**src/sv/nmsl_pkg.sv**
```systemverilog
// shared types, request codes and constants of the nearest match sorted list
// depends on nothing
package nmsl_pkg;

   localparam int SLOTS_DEFAULT = 8;
   localparam int ID_W          = 16;
   localparam int DIST_W        = 16;

   localparam logic [ID_W-1:0]   ID_EMPTY      = '1;
   localparam logic [DIST_W-1:0] DIST_SENTINEL = '1;

   localparam logic [1:0] REQ_INSERT = 2'd0;
   localparam logic [1:0] REQ_CLEAR  = 2'd1;
   localparam logic [1:0] REQ_READ   = 2'd2;

   // what every cell sees of the current request
   typedef struct packed {
      logic              insert;
      logic              clear;
      logic [ID_W-1:0]   id;
      logic [DIST_W-1:0] distance;
   } cmd_type;

   // what one cell hands to its right neighbor
   typedef struct packed {
      logic              gt;
      logic [ID_W-1:0]   id;
      logic [DIST_W-1:0] distance;
   } link_type;

endpackage

```
**src/sv/nmsl_cell.sv**
```systemverilog
// one slot of the sorted list: holds an id and a distance, compares and shifts
// depends on nmsl_pkg
module nmsl_cell import nmsl_pkg::*; #(
   parameter int SLOTS = SLOTS_DEFAULT,
   parameter int K     = 0,
   localparam int CW   = $clog2(SLOTS)
) (
   input  logic          clock,
   input  logic          reset,
   input  cmd_type       cmd,
   input  logic [CW-1:0] count,
   input  link_type      prev,
   output link_type      next,
   output logic          is_pos
);

   logic [ID_W-1:0]   id_ff, id_in;
   logic [DIST_W-1:0] dist_ff, dist_in;
   logic              gt;

   // new pair goes further right than this slot
   assign gt = (CW'(K) < count) && (cmd.distance > dist_ff);
   assign is_pos = cmd.insert && !gt && prev.gt;

   always_comb begin
      id_in   = id_ff;
      dist_in = dist_ff;
      if (cmd.clear) begin
         id_in   = ID_EMPTY;
         dist_in = DIST_SENTINEL;
      end else if (cmd.insert && !gt) begin
         if (prev.gt) begin
            id_in   = cmd.id;
            dist_in = cmd.distance;
         end else if (CW'(K) <= count) begin
            id_in   = prev.id;
            dist_in = prev.distance;
         end
      end
   end

   always_ff @(posedge clock) begin
      if (reset) begin
         id_ff   <= ID_EMPTY;
         dist_ff <= DIST_SENTINEL;
      end else begin
         id_ff   <= id_in;
         dist_ff <= dist_in;
      end
   end

   assign next.gt       = gt;
   assign next.id       = id_ff;
   assign next.distance = dist_ff;

endmodule

```
**src/sv/nearest_match_sorted_list_unit.sv**
```systemverilog
// top level of the nearest match sorted list: chain of slot cells and result register
// depends on nmsl_pkg and nmsl_cell
//
//  channel | ports                                         | direction
//  --------+-----------------------------------------------+----------
//  request | req_valid req_stall req_type req_obj_id        | in
//          | req_distance req_read_index                   |
//  result  | rsp_valid rsp_stall rsp_match_count            | out
//          | rsp_insert_slot rsp_entry_id rsp_entry_distance |
//          | rsp_entry_valid                               |
//
// one request per cycle while req_stall is low; the result shows in the cycle after acceptance
// on an insert every cell compares against the new distance
// in parallel and takes either its own, the new or its left neighbor's pair
// reset fills every slot with the sentinel and empties the list
// req_stall is high only while a result waits and rsp_stall holds it
module nearest_match_sorted_list_unit import nmsl_pkg::*; #(
   parameter int SLOTS = SLOTS_DEFAULT
) (
   input  logic              clock,
   input  logic              reset,
   input  logic              req_valid,
   output logic              req_stall,
   input  logic [1:0]        req_type,
   input  logic [ID_W-1:0]   req_obj_id,
   input  logic [DIST_W-1:0] req_distance,
   input  logic [2:0]        req_read_index,
   output logic              rsp_valid,
   input  logic              rsp_stall,
   output logic [2:0]        rsp_match_count,
   output logic [2:0]        rsp_insert_slot,
   output logic [ID_W-1:0]   rsp_entry_id,
   output logic [DIST_W-1:0] rsp_entry_distance,
   output logic              rsp_entry_valid
);

   localparam int CW = $clog2(SLOTS);
   localparam int RD = (SLOTS < 8) ? SLOTS : 8;   // slots reachable by read_index

   logic              accept;
   cmd_type           cmd;
   link_type          link [SLOTS+1];
   logic [SLOTS-1:0]  is_pos;
   logic [CW-1:0]     count_ff, count_in;
   logic [CW-1:0]     pos;
   logic [CW+2:0]     count_ext, pos_ext;

   // result register
   logic              valid_ff, valid_in;
   logic [2:0]        mcount_ff, mcount_in;
   logic [2:0]        islot_ff, islot_in;
   logic [ID_W-1:0]   eid_ff, eid_in;
   logic [DIST_W-1:0] edist_ff, edist_in;
   logic              evalid_ff, evalid_in;

   // readout of a slot for a read request
   logic [ID_W-1:0]   rd_id;
   logic [DIST_W-1:0] rd_dist;

   assign req_stall = valid_ff && rsp_stall;
   assign accept    = req_valid && !req_stall;

   assign cmd.insert   = accept && (req_type == REQ_INSERT);
   assign cmd.clear    = accept && (req_type == REQ_CLEAR);
   assign cmd.id       = req_obj_id;
   assign cmd.distance = req_distance;

   // head of the chain: slot zero always may take the new pair
   assign link[0].gt       = 1'b1;
   assign link[0].id       = req_obj_id;
   assign link[0].distance = req_distance;

   for (genvar k = 0; k < SLOTS; k++) begin : g_cell
      nmsl_cell #(.SLOTS(SLOTS), .K(k)) u_cell (
         .clock  (clock),
         .reset  (reset),
         .cmd    (cmd),
         .count  (count_ff),
         .prev   (link[k]),
         .next   (link[k+1]),
         .is_pos (is_pos[k])
      );
   end

   // one-hot insert position to index
   always_comb begin
      pos = '0;
      for (int k = 0; k < SLOTS; k++) begin
         if (is_pos[k]) pos = pos | CW'(k);
      end
   end

   // visible count saturates one below the slot count
   always_comb begin
      count_in = count_ff;
      if (cmd.clear) begin
         count_in = '0;
      end else if (cmd.insert && (count_ff != CW'(SLOTS - 1))) begin
         count_in = count_ff + CW'(1);
      end
   end

   always_comb begin
      rd_id   = '0;
      rd_dist = '0;
      for (int j = 0; j < RD; j++) begin
         if (req_read_index == 3'(j)) begin
            rd_id   = link[j+1].id;
            rd_dist = link[j+1].distance;
         end
      end
   end

   assign count_ext = {3'b000, count_in};
   assign pos_ext   = {3'b000, pos};

   always_comb begin
      mcount_in = count_ext[2:0];
      islot_in  = '0;
      eid_in    = rd_id;
      edist_in  = rd_dist;
      evalid_in = {29'd0, req_read_index} < {{(32-CW){1'b0}}, count_ff};
      if (cmd.clear) begin
         eid_in    = ID_EMPTY;
         edist_in  = DIST_SENTINEL;
         evalid_in = 1'b0;
      end else if (cmd.insert) begin
         islot_in  = pos_ext[2:0];
         // slot zero after the insert
         eid_in    = is_pos[0] ? req_obj_id   : link[1].id;
         edist_in  = is_pos[0] ? req_distance : link[1].distance;
         evalid_in = 1'b1;
      end
   end

   always_comb begin
      valid_in = valid_ff && rsp_stall;
      if (accept) valid_in = 1'b1;
   end

   always_ff @(posedge clock) begin
      if (reset) begin
         count_ff <= '0;
         valid_ff <= 1'b0;
      end else begin
         count_ff <= count_in;
         valid_ff <= valid_in;
      end
   end

   // result payload, loaded with each accepted request
   always_ff @(posedge clock) begin
      if (accept) begin
         mcount_ff <= mcount_in;
         islot_ff  <= islot_in;
         eid_ff    <= eid_in;
         edist_ff  <= edist_in;
         evalid_ff <= evalid_in;
      end
   end

   assign rsp_valid          = valid_ff;
   assign rsp_match_count    = mcount_ff;
   assign rsp_insert_slot    = islot_ff;
   assign rsp_entry_id       = eid_ff;
   assign rsp_entry_distance = edist_ff;
   assign rsp_entry_valid    = evalid_ff;

   // count never reaches the hidden slot
   a_count_range: assert property (@(posedge clock) disable iff (reset)
      count_ff <= CW'(SLOTS - 1))
      else $error("visible count beyond last visible slot");

   // an insert lands in exactly one cell
   a_pos_onehot: assert property (@(posedge clock) disable iff (reset)
      cmd.insert |-> $onehot(is_pos))
      else $error("insert position not unique");

   // a clear empties the list
   a_clear_empty: assert property (@(posedge clock) disable iff (reset)
      cmd.clear |=> (count_ff == '0) && (link[1].distance == DIST_SENTINEL))
      else $error("list not empty after clear");

   // a result only appears after an accepted request
   a_rsp_source: assert property (@(posedge clock) disable iff (reset)
      (valid_ff && !$past(valid_ff)) |-> $past(accept))
      else $error("result without request");

endmodule

```
**config.mk**
```make
export PLATFORM = sky130hd
export DESIGN_NAME = nearest_match_sorted_list_unit
export DESIGN_NICKNAME = d
export VERILOG_FILES = /design/src/sv/nmsl_pkg.sv /design/src/sv/nmsl_cell.sv /design/src/sv/nearest_match_sorted_list_unit.sv
export SDC_FILE = /design/constraint.sdc
export NUM_CORES = 1
export LEC_CHECK = 0
export ABC_AREA = 1
export BUFFER_PORTS_ARGS = -buffer_cell sky130_fd_sc_hd__buf_2
export CAP_MARGIN = 20
export CELL_PAD_IN_SITES_DETAIL_PLACEMENT = 1
export CELL_PAD_IN_SITES_GLOBAL_PLACEMENT = 1
export CORE_MARGIN = 2
export CORE_UTILIZATION = 49
export DETAILED_ROUTE_END_ITERATION = 8
export GPL_TIMING_DRIVEN = 0
export PLACE_DENSITY = 0.93
export SLEW_MARGIN = 10
export SYNTH_ARGS = -nofsm -noshare
export SYNTH_HDL_FRONTEND = slang
export SYNTH_HIERARCHICAL = 1
export SYNTH_SLANG_ARGS = --single-unit
```
**constraint.sdc**
```tcl
create_clock -name clock -period 8.56 [get_ports clock]
set_input_delay 0.856 -clock clock [delete_from_list [all_inputs] [get_ports clock]]
set_output_delay 0.856 -clock clock [all_outputs]
set_load 0.02 [all_outputs]
```
Word level (Yosys, flattened, before mapping):

Cells that the tools add are included.

* flip-flop bits (word level): 299
* input port bits: 41
* output and inout port bits: 41
* word-level logic and storage cells: 172

* add/sub/neg operators: 1
* $lt $le $gt $ge: 24
* equality and inequality tests: 9
* mux-type cells: 59
* bitwise gates (word level): 1
* reduce and logical (&&, ||, !) cells: 55

Operators by type and width (count)
* $mux 16: 48
* $gt 16x16->1: 8
* $logic_and 1x1->1: 28
* $mux 3: 6
* $reduce_and 2->1: 7
* $reduce_bool 2->1: 7
* $eq 3x3->1 const B: 4
* $le 3x3->1 const A: 4
* $lt 3x3->1 const A: 4
* $logic_not 1->1: 9
* $eq 3x2->1 const B: 2
* $le 2x3->1 const A: 2
* $lt 1x3->1 const A: 2
* $lt 2x3->1 const A: 2
* $mux 2: 2
* $reduce_or 2->1: 2
* $add 3x1->3 const B: 1
* $eq 3x1->1 const B: 1
* $le 1x3->1 const A: 1
* $logic_not 3->1: 1
* $lt 3x3->1: 1
* $mux 1: 3
* $ne 3x3->1 const B: 1
* $eq 2x1->1 const B: 1
* other kinds (2): 2

Logic depth before layout (Yosys ltp):

Gate-level depths: netlist of run 1.

* word-level depth: 13
* depth in mapped cells: 22
* depth with buffers taken out: 18

Hierarchy:

Netlist of run 1, hierarchy kept.

By module, submodules not included
* nearest_match_sorted_list_unit: instances 1, cells each 699, area each 4295.4 µm², sequential area each 1251.2 µm²
* nmsl_cell at g_cell[2].u_cell: instances 1, cells each 329, area each 2164.6 µm², sequential area each 640.6 µm²
* nmsl_cell at g_cell[6].u_cell: instances 1, cells each 333, area each 2132.0 µm², sequential area each 640.6 µm²
* nmsl_cell at g_cell[4].u_cell: instances 1, cells each 334, area each 2123.3 µm², sequential area each 640.6 µm²
* nmsl_cell at g_cell[5].u_cell: instances 1, cells each 333, area each 2112.0 µm², sequential area each 640.6 µm²
* nmsl_cell at g_cell[1].u_cell: instances 1, cells each 330, area each 2097.0 µm², sequential area each 640.6 µm²
* nmsl_cell at g_cell[3].u_cell: instances 1, cells each 329, area each 2095.8 µm², sequential area each 640.6 µm²
* nmsl_cell at g_cell[0].u_cell: instances 1, cells each 323, area each 2024.4 µm², sequential area each 640.6 µm²
* nmsl_cell at g_cell[7].u_cell: instances 1, cells each 260, area each 1725.4 µm², sequential area each 640.6 µm²

Worst setup path before layout of run 1:

OpenSTA, ideal clock, no wires.

* path kind: input port to flip-flop
* start: input port rsp_stall
* end: register edist_ff[8] (netlist: rsp_entry_distance[8]) (data pin)
* library setup time: 0.256 ns
* arrival: 3.390 ns
* data required time: 8.304 ns
* path slack: 4.914 ns
* cell stages on the path: 15
* buffers on the path: 5
* path through: nand2_1 nand2_1 nor2_1 nand2_2 inv_1 buf_2 clkbuf_1 nand2_4 buf_6 nor2_1 clkbuf_1 clkbuf_1 mux2_2 o21ai_0 nand2_1

RTL lines
* start: declaration: line nearest_match_sorted_list_unit.sv:29 `input logic rsp_stall,`
* end signal: assignment: line nearest_match_sorted_list_unit.sv:157 `edist_ff <= edist_in;`
* end: declaration: line nearest_match_sorted_list_unit.sv:53 `logic [DIST_W-1:0] edist_ff, edist_in;`

==> results of run 1 <==
how the worst max path moves through the flow:
stage,start,end,slack (ns),cells past startpoint
6_report,rsp_stall,rsp_entry_distance[5],2.92,16
5_1_grt,rsp_stall,rsp_entry_distance[2],2.92,16
4_1_cts,rsp_stall,rsp_entry_distance[5],3.20,16
3_5_place_dp,rsp_stall,rsp_entry_distance[5],2.67,16
3_3_place_gp,rsp_stall,rsp_entry_distance[2],2.80,16
2_1_floorplan,rsp_stall,rsp_entry_distance[8],4.91,15
worst max-delay path: cells and delay by family:
kind,cells,cell delay [ns]
simple gates,7,1.42
buf+inv,7,2.65
compound gates,1,0.62
mux,1,0.37
routing by layer:
metal	GRT usage	wire length [um]	up-vias
li1	-	-	10934
met1	0.461	33700	11086
met2	0.666	40600	883
met3	0.0566	6110	295
met4	0.248	5700	0
met5	0	0	-
placed cells by master (no fill, tap or decap), types with 2 or more instances in the layout:
master / count
ha_1: 116
clkinvlp_4: 2
conb_1: 5
bufinv_16: 2
buf_6: 28
clkinv_1: 8
nor4_1: 3
buf_2: 123
buf_4: 27
inv_2: 10
clkbuf_8: 6
clkbuf_1: 135
clkinv_2: 6
nor2_4: 2
mux2_2: 28
nand4_2: 3
o21ai_0: 41
dfxtp_1: 260
inv_1: 217
a21o_1: 7
a21oi_1: 69
nand3_4: 6
nand3_2: 9
nand2_4: 9
nor2_2: 4
nand3_1: 397
nor2_1: 197
nor3_1: 4
clkbuf_16: 39
o211ai_1: 3
nand4_1: 243
nand2_1: 1345
edfxtp_1: 39
nand2_2: 15
state kept, by name (all words and copies together), names as in the netlist:
signal	cells
count_ff	3
rsp_entry_id	16
rsp_match_count	3
rsp_entry_distance	16
g_cell.u_cell/dist_ff	128
rsp_entry_valid	1
g_cell.u_cell/id_ff	128
rsp_valid	1
rsp_insert_slot	3
metrics by stage:
step	hold slack [ns]	area, sq um	setup WS, ns	util
after floorplan	0.450	20800	4.91	-
after global placement	0.471	21800	2.80	0.522
after detailed placement	0.478	21900	2.67	0.523
after CTS	0.486	23100	3.20	0.552
after global routing	0.501	23100	2.92	0.552
final	0.491	23100	2.92	0.552
power breakdown:
group	internal, mW	switching (mW)	leakage (nW)
clock	0.953	0.666	0.607
sequential	1.46	0.0342	2.48
combinational	0.134	0.387	10.1
cell type report:
cell class | count | area, sq um
fillers | 5814 | 18700
multi-input cells | 2515 | 12300
flip-flops and latches | 299 | 6380
plain buffers | 226 | 1230
clock buffers | 54 | 1090
inverters | 232 | 873
well taps | 539 | 674
repair buffers | 81 | 420
clock inverters | 16 | 149
==> results.cfg, run 1 <==
[status]
outcome = finished clean

[die]
io-pin-count = 82
start_util = 0.496
core_area_sq_um = 41900
dieHeight_um = 210
dieArea_sq_um = 44000
dieWidth_um = 210
rows = 75

[grt]
grt_pass1_wl_um = 133000
grt_max_degree = 35
first_global_vias = 24218
gr-usage-all-layers = 0.390
grt_overflow = 0
antenna_found_initial = 0

[cts]
cts_setup_buffers = 0
cts_tree = yes
htreeDepth = 2
cts_hold_buf = 0
cts_num_sinks = 299
cts_buffers = 38
clk_path_buf_depth = 3
clk_pin_slew_ns = 0.05
cts_resized = 0
worstSkewPairLatency_ns = 0.59
root_buffer = clkbuf_16

[power_and_ir_drop]
leakage_nw = 13.2
p_per_area_nw_per_um2 = 157
ir_worst_vdd_v = 0.000107
fin_total_pwr_mw = 3.64

[yosys]
syn_area_sq_um = 20800
synth_cells = 3268
yosysWarnings = 6
syn_avg_cell_area_sq_um = 6.35

[placement]
dp.cells = 3892
io_buffers = 80
gp_congestion = 0.971
dp_hpwl_um = 68100

[worst_setup_path]
crit_fanout = 17
end_kind = flip-flop
slowest_delay_ns = 0.64
reg2reg_to = rsp_entry_distance[5]
startpoint_type = input port
required_ns = 8.85
critPathSlowestCell = buf_2
rr_startpoint = rsp_valid
crit_chain = buf_2 > nand2_1 > nand2_1 > nor2_1 > nand2_2 > inv_1 > buf_2 > clkbuf_1 > nand2_4 > buf_6 > nor2_1 > clkbuf_1 > buf_2 > mux2_2 > o21ai_0 > nand2_1
reg2reg_slack_ns = 2.95
crit_type = in2reg
crit_arrival_ns = 5.93
r2r_cells = 15

[min_path]
hp-class = reg2reg
whs_path_depth = 2
holdPathEnd = g_cell[1].u_cell/id_ff[9]
min-delay-start = g_cell[1].u_cell/id_ff[9]

[sta]
max_freq_ghz = 0.177
fin_skew_ns = 0.0242
setup_viol = 0
post-route-period-util = 0.659
hold_viol = 0
rsz0062_at_grt = no
max-slew-margin-rel = 0.356
layout_min_cycle_time_ns = 5.64
finalSetupTns_ns = 0
worst_slew_pin_slew_ns = 0.962
maxSlewViolCount = 0

[drt]
wl_um = 86100
first_pass_iters = 6
num_vias = 23198
initialDrtViolationCount = 1910
vias_per_cell = 5.86
drc = 0
antenna_left = 0
wl_per_cell_um = 21.7

[layout]
area_growth_pct = 11.3
nNetsFinal = 3550
n_antenna_cell = 0
final_cell_count_no_fill = 3962
drive_above_1_share = 0.0961

[flow_run]
drv_cap = 0
Note: power is estimated with default switching activity, not from simulation.
==> run 2, diff against run 1 <==
--- a/config.mk
+++ b/config.mk
@@ -5,7 +5,7 @@
 export SDC_FILE = /design/constraint.sdc
 export NUM_CORES = 1
 export LEC_CHECK = 0
-export ABC_AREA = 1
+export ABC_AREA = 0
 export BUFFER_PORTS_ARGS = -buffer_cell sky130_fd_sc_hd__buf_2
 export CAP_MARGIN = 20
 export CELL_PAD_IN_SITES_DETAIL_PLACEMENT = 1
@@ -14,7 +14,7 @@
 export CORE_UTILIZATION = 49
 export DETAILED_ROUTE_END_ITERATION = 8
 export GPL_TIMING_DRIVEN = 0
-export PLACE_DENSITY = 0.93
+export PLACE_DENSITY = 0.87
 export SLEW_MARGIN = 10
 export SYNTH_ARGS = -nofsm -noshare
 export SYNTH_HDL_FRONTEND = slang
==> constraint.sdc (replaced) <==
create_clock -name clock -period 5.8 [get_ports clock]
set_input_delay 0.58 -clock clock [delete_from_list [all_inputs] [get_ports clock]]
set_output_delay 0.58 -clock clock [all_outputs]
set_load 0.02 [all_outputs]
==> results.cfg, run 2 <==
[status]
outcome = finished clean

[layout]
finalInstanceArea_sq_um = 24300
fin_util = 0.551
layout_commonest_cell = a21oi_1
largestRegisters = g_cell.u_cell/dist_ff: 128 flops, g_cell.u_cell/id_ff: 128 flops
area_growth_pct = 11.2
final_cell_count_no_fill = 3188
fillers = 5262
drive_above_1_share = 0.173
mostFrequentLayoutCells = a21oi_1, dfxtp_1, nor2b_1
nNetsFinal = 2724

[sta]
max_freq_ghz = 0.184
fin_skew_ns = 0.0305
rsz0062_at_grt = no
maxSlewViolCount = 0
layout_min_cycle_time_ns = 5.44
setup_viol = 0
post-route-period-util = 0.938
fin_ws_ns = 0.360
max-slew-margin-rel = 0.388
worst_slew_pin_slew_ns = 0.911
hold_viol = 0

[die]
dieWidth_um = 215
dieHeight_um = 215
rows = 77
start_util = 0.496
core_area_sq_um = 44100
dieArea_sq_um = 46300
io-pin-count = 82

[cts]
cts_num_sinks = 299
worstSkewPairLatency_ns = 0.58
clk_path_buf_depth = 3
root_buffer = clkbuf_16
cts_buffers = 38
clk_pin_slew_ns = 0.06
cts_resized = 0
cts_hold_buf = 0
cts_tree = yes
htreeDepth = 2
cts_setup_buffers = 0

[worst_setup_path]
rr_startpoint = rsp_valid
reg2reg_to = rsp_entry_distance[2]
slowest_delay_ns = 0.55
crit_fanout = 32
cp_common_cell = a211oi_1
worstSetupEndpoint = rsp_entry_distance[2]
cp.depth = 15
end_kind = flip-flop
startpoint_type = flip-flop
required_ns = 6.12
crit_type = reg2reg
crit_path_start = rsp_valid
crit_arrival_ns = 5.76
reg2reg_slack_ns = 0.36
cp_top_family = compound AO/OA/AOI/OAI gates
crit_chain = a21bo_4 > inv_2 > buf_12 > nand2_2 > nor2_4 > inv_1 > a211oi_1 > a32oi_4 > buf_8 > nor2_1 > clkbuf_1 > and2b_1 > a211oi_1 > o22ai_1 > a21o_1
cp_num_buf_inv = 5
critPathSlowestCell = a211oi_1
r2r_cells = 15

[drt]
antenna_left = 0
vias_per_cell = 6.52
wl_per_cell_um = 27.6
num_vias = 20799
initialDrtViolationCount = 1895
first_pass_iters = 5
drc = 0
wl_um = 87900

[power_and_ir_drop]
swShare = 0.289
p_clk_frac = 0.448
p_int_mw = 3.81
leakage_nw = 9.68
p_per_area_nw_per_um2 = 221
power_frac_seq = 0.406
ir_worst_vdd_v = 0.000179
p_sw_mw = 1.55
fin_total_pwr_mw = 5.37
p_comb_frac = 0.146

[placement]
gp_congestion = 0.975
dp_hpwl_um = 69100
placed_cell_area_sq_um = 23100
post-place-ws_ns = 0.153
io_buffers = 80
dp.cells = 3119

[grt]
antenna_found_initial = 0
gr-usage-all-layers = 0.375
grt_overflow = 0
grt_pass1_wl_um = 133000
first_global_vias = 21596
grt_max_degree = 33

[yosys]
synth_cells = 2444
syn_avg_cell_area_sq_um = 8.95
yosysWarnings = 6
syn_area_sq_um = 21900

[min_path]
hp-class = in2reg
min-delay-start = req_valid

[flow_run]
drv_cap = 0
## run 2: cell types whose count changed in the layout (fill, tap and decap cells not counted), sizes merged, moves of 34 or more
cell	delta
nor2b	+260
a2111oi	+164
nand3	-408
mux2i	+108
a21oi	+194
nand2	-1306
nand4	-229
o21ai	+141
a211oi	+130
nor2	-110
a31oi	+34
inv	-96
## run 2: final cells by class
class | instances | area [sq um] | area share
inverter | 134 | 503 | 0.0207
antenna | 1 | 2.50 | 0.000103
multi-input combinational | 1772 | 13700 | 0.562
timing repair buffer | 82 | 448 | 0.0184
tap | 592 | 741 | 0.0305
clock buffer | 57 | 1120 | 0.0462
clock inverter | 11 | 125 | 0.00515
buffer | 240 | 1340 | 0.0549
sequential | 299 | 6380 | 0.262
## run 2: worst min path at each step
stage	slack, ns	cells after the start	end
floorplan	0.48	2	g_cell[3].u_cell/id_ff[11]
finish	0.27	3	rsp_valid
CTS	0.25	3	rsp_valid
detailed placement	0.52	2	g_cell[2].u_cell/id_ff[7]
global route	0.33	3	rsp_valid
global placement	0.51	2	g_cell[7].u_cell/id_ff[10]
## run 2: per-stage QoR
step / hold slack, ns / TNS, ns
after global placement: 0.511 / -59.20
after detailed placement: 0.521 / 0
after CTS: 0.252 / 0
after global routing: 0.334 / 0
final: 0.269 / 0
after floorplan: 0.477 / 0
## run 2: worst register-to-register path: cells and delay by family (launching register included)
| kind | cells | cell delay (ns) |
|---|---|---|
| buffers and inverters | 5 | 1.34 |
| DFF | 1 | 0.33 |
| AOI/OAI and AO/OA | 6 | 2.04 |
| and+or+nand+nor | 4 | 1.52 |
## run 2: power groups by stage
stage / sequential [mW] / clock, mW / combinational (mW)
finish: 2.18 / 2.41 / 0.783
global route: 2.18 / 2.51 / 0.819
CTS: 2.18 / 2.42 / 0.756
detailed placement: 2.22 / 0 / 0.751
global placement: 2.22 / 0 / 0.717
floorplan: 2.24 / 0 / 0.409
## run 2: routing by layer
| metal | up-vias | track usage | part of all wire |
|---|---|---|---|
| li1 | 9434 | - | - |
| met1 | 10306 | 0.481 | 0.42 |
| met2 | 818 | 0.614 | 0.46 |
| met3 | 241 | 0.0487 | 0.065 |
| met4 | 0 | 0.199 | 0.055 |
| met5 | - | 0 | 0 |
